`config.mk`:
```
export PLATFORM = sky130hd
export DESIGN_NAME = kpq_cell
export DESIGN_NICKNAME = d
export VERILOG_FILES = /design/src/rtl/kpq_pkg.sv /design/src/rtl/kpq_cell.sv
export SDC_FILE = /design/constraint.sdc
export NUM_CORES = 1
export LEC_CHECK = 0
export BUFFER_PORTS_ARGS = -buffer_cell sky130_fd_sc_hd__buf_2
export CAP_MARGIN = 0
export CORE_AREA = 2 2 149 151
export CTS_BUF_LIST = sky130_fd_sc_hd__clkbuf_2
export CTS_CLUSTER_SIZE = 10
export DETAILED_ROUTE_END_ITERATION = 7
export DIE_AREA = 0 0 151 153
export PLACE_DENSITY = 0.67
export REMOVE_ABC_BUFFERS = 1
export SKIP_LAST_GASP = 1
export SYNTH_ARGS = -nofsm -noshare
export SYNTH_HDL_FRONTEND = slang
export SYNTH_SLANG_ARGS = --single-unit
```
`constraint.sdc`:
```
create_clock -name clk_i -period 8.4 [get_ports clk_i]
set_input_delay 1.26 -clock clk_i [delete_from_list [all_inputs] [get_ports clk_i]]
set_output_delay 1.26 -clock clk_i [all_outputs]
set_load 0.1 [all_outputs]
```
`src/rtl/kpq_pkg.sv`:
```
package kpq_pkg;

  localparam int unsigned DefDepth = 64;
  localparam logic [15:0] IdStart = 16'd1000;

  // request codes
  localparam logic [2:0] REQ_PUSH    = 3'd0;
  localparam logic [2:0] REQ_POP     = 3'd1;
  localparam logic [2:0] REQ_CHANGE  = 3'd2;
  localparam logic [2:0] REQ_DELETE  = 3'd3;
  localparam logic [2:0] REQ_PROMOTE = 3'd4;

  // status codes
  localparam logic [1:0] ST_OK       = 2'd0;
  localparam logic [1:0] ST_NOTFOUND = 2'd1;
  localparam logic [1:0] ST_EMPTY    = 2'd2;
  localparam logic [1:0] ST_FULL     = 2'd3;

  typedef enum logic [2:0] {
    CELL_HOLD,
    CELL_INSERT,
    CELL_SHIFT,
    CELL_REMOVE,
    CELL_PROMOTE,
    CELL_SORT
  } cell_op_e;

  typedef struct packed {
    logic [15:0]        id;
    logic [30:0]        value;
    logic signed [7:0]  prio;
    logic [15:0]        market;
  } entry_t;

  typedef struct packed {
    cell_op_e    op;
    entry_t      bcast;
    logic [15:0] tid;
  } cell_cmd_t;

  // strict key compare: (priority, value) of a above b
  function automatic logic key_gt(entry_t a, entry_t b);
    if (a.prio != b.prio) begin
      return a.prio > b.prio;
    end
    return a.value > b.value;
  endfunction

endpackage

```
`src/rtl/kpq_cell.sv`:
```
module kpq_cell
  import kpq_pkg::*;
(
  input  logic      clk_i,
  input  cell_cmd_t cmd_i,
  input  logic      in_use_i,
  input  logic      dn_in_use_i,
  input  logic      sort_upper_i,
  input  entry_t    up_i,
  input  entry_t    dn_i,
  input  logic      gt_prev_i,
  input  logic      found_prev_i,
  output entry_t    entry_o,
  output logic      gt_o,
  output logic      found_o,
  output entry_t    pick_o
);

  entry_t ent_q, ent_d;
  logic   match;

  // insert point and first id match, chained through the row
  assign gt_o    = !in_use_i || key_gt(cmd_i.bcast, ent_q);
  assign match   = in_use_i && (ent_q.id == cmd_i.tid);
  assign found_o = found_prev_i || match;
  assign pick_o  = (match && !found_prev_i) ? ent_q : '0;
  assign entry_o = ent_q;

  // next content of this cell
  always_comb begin
    ent_d = ent_q;
    case (cmd_i.op)
      CELL_INSERT: begin
        if (gt_prev_i) begin
          ent_d = up_i;
        end else if (gt_o) begin
          ent_d = cmd_i.bcast;
        end
      end
      CELL_SHIFT: ent_d = dn_i;
      CELL_REMOVE: begin
        if (found_o) begin
          ent_d = dn_i;
        end
      end
      CELL_PROMOTE: begin
        if (in_use_i && ent_q.market == cmd_i.bcast.market) begin
          ent_d.prio = cmd_i.bcast.prio;
        end
      end
      CELL_SORT: begin
        if (sort_upper_i) begin
          if (dn_in_use_i && key_gt(dn_i, ent_q)) begin
            ent_d = dn_i;
          end
        end else if (in_use_i && key_gt(ent_q, up_i)) begin
          ent_d = up_i;
        end
      end
      default: ent_d = ent_q;
    endcase
  end

  always_ff @(posedge clk_i) begin
    ent_q <= ent_d;
  end

endmodule

```
# [After elaboration in Yosys (flattened, before gate mapping)]
# Cells that the tools add are included.
[classes] n_eq_ne=15 order_cmp=6 n_reduce_logical=13 muxes=28
[ops] cell="71-bit 2-to-1 mux" n=7
[ops] cell="47-bit case mux with 4 select lines" n=1
[ops] cell="31-bit > comparator" n=3
[ops] cell="16-bit case mux with 4 select lines" n=1
[ops] cell="8-bit case mux with 5 select lines" n=1
[ops] cell="16-bit equality test" n=2
[ops] cell="8-bit > comparator" n=3
[ops] cell="8-bit inequality test" n=3
[ops] cell="1-bit 2-to-1 mux" n=17
[ops] cell="3-bit inequality test (second input constant)" n=3
[ops] cell="8-bit 2-to-1 mux" n=1
[ops] cell="3-bit by 2-bit equality test with 1-bit output (second input constant)" n=2
[ops] cell="3-bit equality test (second input constant)" n=2
[ops] cell="6-bit AND reduction" n=1
[ops] cell="1-bit logical AND" n=5
[ops] cell="5-bit AND reduction" n=1
[ops] cell="5-bit nonzero test" n=1
[ops] cell="2-bit inequality test (second input constant)" n=2
[ops] cell="4-bit nonzero test" n=1
[ops] cell="3-bit by 1-bit equality test with 1-bit output (second input constant)" n=1
[ops] cell="1-bit zero test" n=2
[ops] cell="1-bit logical OR" n=2
[word_totals] out_inout_bits=144 word_cells=66 register_bits=71

# [Logic depth before layout (Yosys ltp)]
# Gate-level depths: netlist of run 1.
[logic_depth] word_depth=11 ltp_mapped=9 depth_no_buf=9

# [Worst setup path before layout of run 1]
# No wires, ideal clock.
[synth_path] kind="input to register" startpoint="input port cmd_i[1] in the netlist's numbering" endpoint="register ent_q (netlist bit entry_o[0]) (enable)" setup_ns=0.639 setup_slack_ns=-1.131 t_arrival_ns=8.892 t_required_ns=7.761 path_stages=7 cell_sequence="xnor2_1 nand4_1 nor4_1 nand3_1 nand2b_1 nor2_1 nor4_1"
[synth_between] elab_chain_len=5
[synth_rtl] item="start, declared" line="kpq_cell.sv:5" text="input cell_cmd_t cmd_i,"
[synth_rtl] item="16-bit equality test" line="kpq_cell.sv:24" text="assign match = in_use_i && (ent_q.id == cmd_i.tid);"
[synth_rtl] item="1-bit logical AND" line="kpq_cell.sv:24"
[synth_rtl] item="1-bit logical OR" line="kpq_cell.sv:25" text="assign found_o = found_prev_i || match;"
[synth_rtl] item="named net found_o" line="kpq_cell.sv:15" text="output logic found_o,"
[synth_rtl] item="2-bit inequality test (no source line)"
[synth_rtl] item="5-bit AND reduction (no source line)"
[synth_rtl] item="end signal, assigned" line="kpq_cell.sv:65" text="ent_q <= ent_d;"
[synth_rtl] item="end, declared" line="kpq_cell.sv:19" text="entry_t ent_q, ent_d;"
# The timed path passes the listed nets, and every way through them passes these cells.
# A chain may end at the register's enable or synchronous reset.

==> results of run 1 <==
[cell usage in the layout, fill, tap and decap left out, drive strengths merged, types with 12 or more instances in the layout]
master / netlist / final
buf: 10 / 389
inv: 149 / 152
ha: 118 / 118
edfxtp: 71 / 71
a222oi: 69 / 69
nor3: 48 / 48
a21oi: 36 / 36
and2: 34 / 34
nand2: 24 / 24
nand4: 24 / 24
xnor2: 20 / 20
nand3: 17 / 17
nor2: 17 / 17
o21ai: 14 / 14
mux2i: 13 / 13
xor2: 12 / 12
nor4: 12 / 12
[cell families (layout without fill, tap and decap cells)]
group | after synthesis | count (layout)
simple gates | 196 | 196
other cells | 0 | 2
fa+ha+maj | 118 | 118
mux | 13 | 13
flops | 71 | 71
xor+xnor | 32 | 32
compound gates | 166 | 166
buf+inv | 183 | 554
[where the power goes]
| group | switching, uW | internal (uW) |
|---|---|---|
| clock | 160 | 42.8 |
| combinational | 504 | 196 |
| sequential | 33.7 | 442 |
[critical path, delay by kind of cell]
kind | cells | cell delay (ns)
xor gates and xnor gates | 1 | 0.17
buffers and inverters | 3 | 0.85
and+or+nand+nor | 5 | 1.79
[worst paths after layout]
kind | start | to | slack (ns) | cells after the start
max | cmd_i[12] | pick_o[68] | 3.03 | 9
max reg2reg | entry_o[50] | entry_o[7] | 4.79 | 8
min reg2reg | entry_o[10] | entry_o[18] | 1.08 | 5
min | cmd_i[71] | entry_o[55] | 0.93 | 3
[stage by stage]
stage	total power [uW]	util, %
finish	1380	43.8
global route	1460	43.8
CTS	1390	43.8
detailed placement	1180	43.3
global placement	1170	43.3
floorplan	975	-
[area by class of cell]
class,count,area [sq um]
diodes,2,5.00
clock buffers,9,45.0
clock inverters,7,56.3
fillers,2158,12100
inverters,149,559
multi-input cells,525,4300
flip-flops and latches,71,2130
well taps,280,350
repair buffers,389,1970
[routing by layer]
| layer | part of all wire, % | routed length [microns] | vias to the layer above |
|---|---|---|---|
| met1 | 42 | 11900 | 3537 |
| met4 | 2.5 | 707 | 2 |
| met2 | 47 | 13300 | 380 |
| met5 | 0.046 | 13 | - |
| met3 | 8.5 | 2400 | 42 |
| li1 | - | - | 3678 |
==> results.tsv, run 1 <==
stage	metric	value	unit
run_status	status	completed	
sta	Tmin final	5.37	ns
layout	Layout Nets	1501	
drt	via count	7639	
clocking	Clk pin slew, worst setup/hold paths	0.25	ns
sta	Worst-Margin Slew	0.998	ns
logic_synthesis	Post-synth EDFFs	71	
logic_synthesis	Synth async-reset ratio	0	%
clocking	hold buffer count at CTS	0	
setup_path	critical path class	in2out	
floorplan	I/O pin count	382	
sta	Final Hold Vio Count	0	
floorplan	die area	0.0231	sq mm
drt	final WL	28.4	mm
setup_path	CP cell instances	buf_2, xnor2_1, nand4_1, nor4_1, nand3_2, buf_4, nor2_2, and2_1, buf_2	
setup_path	Critical Path AT	4.11	ns
drt	Post-DRT Antenna Nets	0	
sta	setup TNS	0	ns
layout	share of cells above drive strength 1	36.1	%
global_routing	largest net degree at the start of global routing	64	
hold_path	HP Class	in2reg	
layout	max reg flops	71	
drt	Remaining DRCs	0	
logic_synthesis	synthesized area	0.00714	sq mm
drt	First-pass DRT Iterations	8	
logic_synthesis	combinational family with the most area after synthesis	adder cells	
global_routing	met3 Resource Use GR	4.66	%
setup_path	CP most frequent cell	buf_2	
sta	final setup margin	3.03	ns
logic_synthesis	Simple-Gate Fraction of Synth Area	15.1	%
global_routing	overall routing resource usage	24.0	%
sta	final setup fails	0	
pwr	leak pwr	0.00500	uW
logic_synthesis	synthesis-stage register bit count	71	
pwr	power density cells	146	mW/mm^2
place	port buffer count	381	
global_routing	gr ovfl total	0	
layout	fin cells	1432	
sta	part of the cycle the worst path needs	63.9	%
logic_synthesis	post-synthesis mux area share	1.82	%
clocking	clk sinks	71	
setup_path	Startpoint Class	input port	
floorplan	Die W	151	microns
logic_synthesis	Synth Area in Adders	20.7	%
floorplan	Rows	54	
floorplan	Initial Utilization	33.2	%
place	worst slack at placement	3.04	ns
floorplan	area of the core	0.0215	sq mm
global_routing	grt peak-use layer	met2	
clocking	H-tree depth	3	
logic_synthesis	Compound-Gate Fraction of Synth Area	18.4	%
place	hpwl dp	22.6	mm
drt	DR iter-0 viols	724	
layout	Design Area, Final	0.00942	sq mm
setup_path	CP Max Fanout	41	
clocking	CTS tree	built	
setup_path	Critical Path Max Stage Delay	0.82	ns
global_routing	vias in the first global route	7573	
global_routing	first-pass GRT wire length	42.4	mm
drt	via-per-instance ratio	5.33	
logic_synthesis	Mapped Cells	779	
global_routing	initial antenna violation count	3	
clocking	CTS resizes	0	
place	gp weighted congestion	0.902	
layout	synthesis-to-finish area growth	31.9	%
logic_synthesis	Synth Area per Inst	9.17	sq um
logic_synthesis	leading cell type by number of instances after synthesis	inv_1	
logic_synthesis	largest area contributor in the netlist	edfxtp_1	
logic_synthesis	top cells by area, synth	edfxtp_1, ha_1, a222oi_1	
logic_synthesis	total number of yosys warnings	0	
sta	Worst Skew	0.0464	ns
clocking	clock root buffer	clkbuf_2	
logic_synthesis	sequential-to-total area share from yosys stat	29.9	%
setup_path	slowest cell on the critical path	nor2_2	
pwr	Peak supply drop	0.0742	mV
logic_synthesis	Yosys top cell area share	29.9	%
clocking	worst skew pair latency	0.61	ns
global_routing	met2 GRT Util	40.3	%
floorplan	Die Y	153	microns
logic_synthesis	xor and xnor area share after synthesis	3.93	%
clocking	total CTS buffers	9	
global_routing	met1 Resource Use GR	30.7	%
place	placed instance area	0.00931	sq mm
sta	Max Slew Vio Count	0	
flow_run	max-cap viol count	0	
place	placed insts	1414	
setup_path	CP required	7.14	ns
logic_synthesis	Unique masters post-synth	50	
clocking	CTS max path bufs	2	
setup_path	Worst setup EP type	output port	
sta	hold slack final	0.926	ns
sta	RSZ-0062 raised after global routing	false	
logic_synthesis	Synth top cells by count	inv_1, ha_1, edfxtp_1	
logic_synthesis	Most used DFF post-synth	edfxtp_1	
drt	WL/cell	19.8	microns
sta	slew margin rel.	33.4	%
sta	f_max	186	MHz
clocking	setup bufs post-CTS	0	
Note: power is estimated with default switching activity, not from simulation.
==> inputs of run 2 (changes only) <==
==> constraint.sdc (replaced) <==
create_clock -name clk_i -period 4.4 [get_ports clk_i]
set_input_delay 0.66 -clock clk_i [delete_from_list [all_inputs] [get_ports clk_i]]
set_output_delay 0.66 -clock clk_i [all_outputs]
set_load 0.1 [all_outputs]
==> results.tsv, run 2 (synthesis results as in run 1) <==
stage	metric	value	unit	change
run_status	status	finished with violations		was completed
run_status	violated checks	DRC		
clocking	worst skew pair latency	0.61	ns	about the same
clocking	clock root buffer	clkbuf_2		unchanged
global_routing	first-pass GRT wire length	42.5	mm	was 42.4 mm
setup_path	CP required	3.74	ns	was 7.14 ns
floorplan	Die W	151	microns	unchanged
layout	Layout Nets	1504		was 1,501
place	hpwl dp	23.1	mm	was 22.6 mm
sta	final setup fails	0		unchanged
clocking	setup bufs post-CTS	0		unchanged
setup_path	Worst setup EP type	output port		unchanged
floorplan	die area	0.0231	sq mm	unchanged
layout	share of cells above drive strength 1	36.3	%	was 36.1%
setup_path	CP cell instances	xnor2_1, nand4_1, nor4_1, nand3_2, buf_4, nor2_2, buf_4, and2_1, buf_2		was buf_2, xnor2_1, nand4_1, nor4_1, nand3_2, buf_4, nor2_2, and2_1, buf_2
clocking	CTS max path bufs	2		unchanged
drt	Remaining DRCs	4		was 0
drt	WL/cell	19.9	microns	was 19.8 microns
hold_path	HP Class	in2reg		unchanged
sta	RSZ-0062 raised after global routing	false		unchanged
hold_path	beginning of the worst hold path	cmd_i[80]		was cmd_i[71]
pwr	leak pwr	0.00502	uW	was 0.00500 uW
sta	Max Slew Vio Count	0		unchanged
place	worst slack at placement	0.643	ns	was 3.04 ns
global_routing	initial antenna violation count	5		was 3
place	gp weighted congestion	0.912		was 0.902
setup_path	CP Max Fanout	32		was 41
sta	Tmin final	4.04	ns	
layout	most common cell after layout, fill and taps aside	buf_2		unchanged
clocking	total CTS buffers	9		unchanged
layout	synthesis-to-finish area growth	32.8	%	was 31.9%
layout	Reg area	0.00213	sq mm	unchanged
setup_path	critical path class	reg2out		was in2out
floorplan	Initial Utilization	33.2	%	unchanged
place	placed insts	1417		was 1,414
setup_path	Critical Path AT	3.38	ns	was 4.11 ns
drt	DR iter-0 viols	644		was 724
setup_path	reg2reg start	entry_o[54]		was entry_o[50]
layout	Design Area, Final	0.00948	sq mm	was 0.00942 sq mm
sta	f_max	248	MHz	
setup_path	flop2flop setup slack	0.97	ns	was 4.79 ns
sta	slew margin rel.	36.8	%	was 33.4%
global_routing	gr ovfl total	0		unchanged
layout	fin cells	1438		was 1,432
pwr	power density cells	277	mW/mm^2	was 146 mW/mm^2
clocking	clk sinks	71		unchanged
pwr	Peak supply drop	0.147	mV	was 0.0742 mV
floorplan	I/O pin count	382		unchanged
drt	First-pass DRT Iterations	8		unchanged
setup_path	CP most frequent cell	buf_4		was buf_2
sta	part of the cycle the worst path needs	91.7	%	
layout	max reg flops	71		unchanged
drt	via count	7712		was 7,639
layout	Fill cells	2215		was 2,158
sta	final setup margin	0.365	ns	was 3.03 ns
sta	setup TNS	0	ns	unchanged
layout	footprint of the multi-input gates	0.00431	sq mm	was 0.00430 sq mm
floorplan	area of the core	0.0215	sq mm	unchanged
setup_path	Startpoint Class	flip-flop		was input port
global_routing	vias in the first global route	7678		was 7,573
layout	commonest non-fill, non-tap cells in the layout	buf_2, inv_1, ha_1		unchanged
floorplan	Die Y	153	microns	unchanged
setup_path	slowest cell on the critical path	edfxtp_1		was nor2_2
sta	Worst-Margin Slew	0.948	ns	was 0.998 ns
clocking	H-tree depth	3		unchanged
drt	final WL	28.6	mm	was 28.4 mm
drt	via-per-instance ratio	5.36		was 5.33
clocking	Clk pin slew, worst setup/hold paths	0.26	ns	was 0.25 ns
clocking	CTS tree	built		unchanged
place	port buffer count	381		unchanged
clocking	hold buffer count at CTS	0		unchanged
global_routing	largest net degree at the start of global routing	64		unchanged
floorplan	Rows	54		unchanged
sta	Final Hold Vio Count	0		unchanged
layout	fin util	44.1	%	was 43.8%
setup_path	launch point of the critical path	entry_o[62]		was cmd_i[12]
flow_run	max-cap viol count	0		unchanged
global_routing	overall routing resource usage	24.0	%	about the same
clocking	CTS resizes	0		unchanged
drt	Post-DRT Antenna Nets	0		unchanged
place	placed instance area	0.00936	sq mm	was 0.00931 sq mm
setup_path	Critical Path Max Stage Delay	0.55	ns	was 0.82 ns
sta	Worst Skew	0.0336	ns	was 0.0464 ns
-- run 2: cell types whose count changed in the layout (fill, tap and decap cells not counted), sizes merged --
| cell | change |
|---|---|
| diode | +3 |
| buf | +3 |
-- run 2: final timing paths --
kind,endpoint,cells after the start
hold reg to reg,entry_o[18],5
setup / recovery,pick_o[7],9
hold / removal,entry_o[64],3
setup reg to reg,entry_o[37],9
-- run 2: layout make-up --
cell class                 count  share of cell area, %
antenna                        5                  0.132
clock buffer                   9                  0.475
clock inverter                 7                  0.594
inverter                     149                   5.90
multi-input combinational    525                   45.5
sequential                    71                   22.5
tap                          280                   3.70
timing repair buffer         392                   21.2
-- run 2: per-stage QoR --
step,power (uW),hold slack (ns)
after floorplan,1860,0.854
after global placement,2240,0.945
after detailed placement,2260,0.948
after CTS,2650,0.252
after global routing,2790,0.270
final,2630,0.310
-- run 2: power by group --
group	internal, uW	switching, uW
combinational	379	961
sequential	844	65.2
clock	81.6	300
-- run 2: worst max-delay path: cells and delay by family (launching register included) --
kind,cells,cell delay [ns]
buffers and inverters,3,0.97
xor gates and xnor gates,1,0.19
and+or+nand+nor,5,1.03
DFF,1,0.55
-- run 2: routing by layer --
metal / vias to the layer above / track usage, % / share of wire [%]
met1: 3659 / 31.2 / 43
met3: 25 / 4.69 / 8.0
li1: 3687 / - / -
met2: 341 / 40.5 / 48
met5: - / 0 / 0
met4: 0 / 7.08 / 1.5
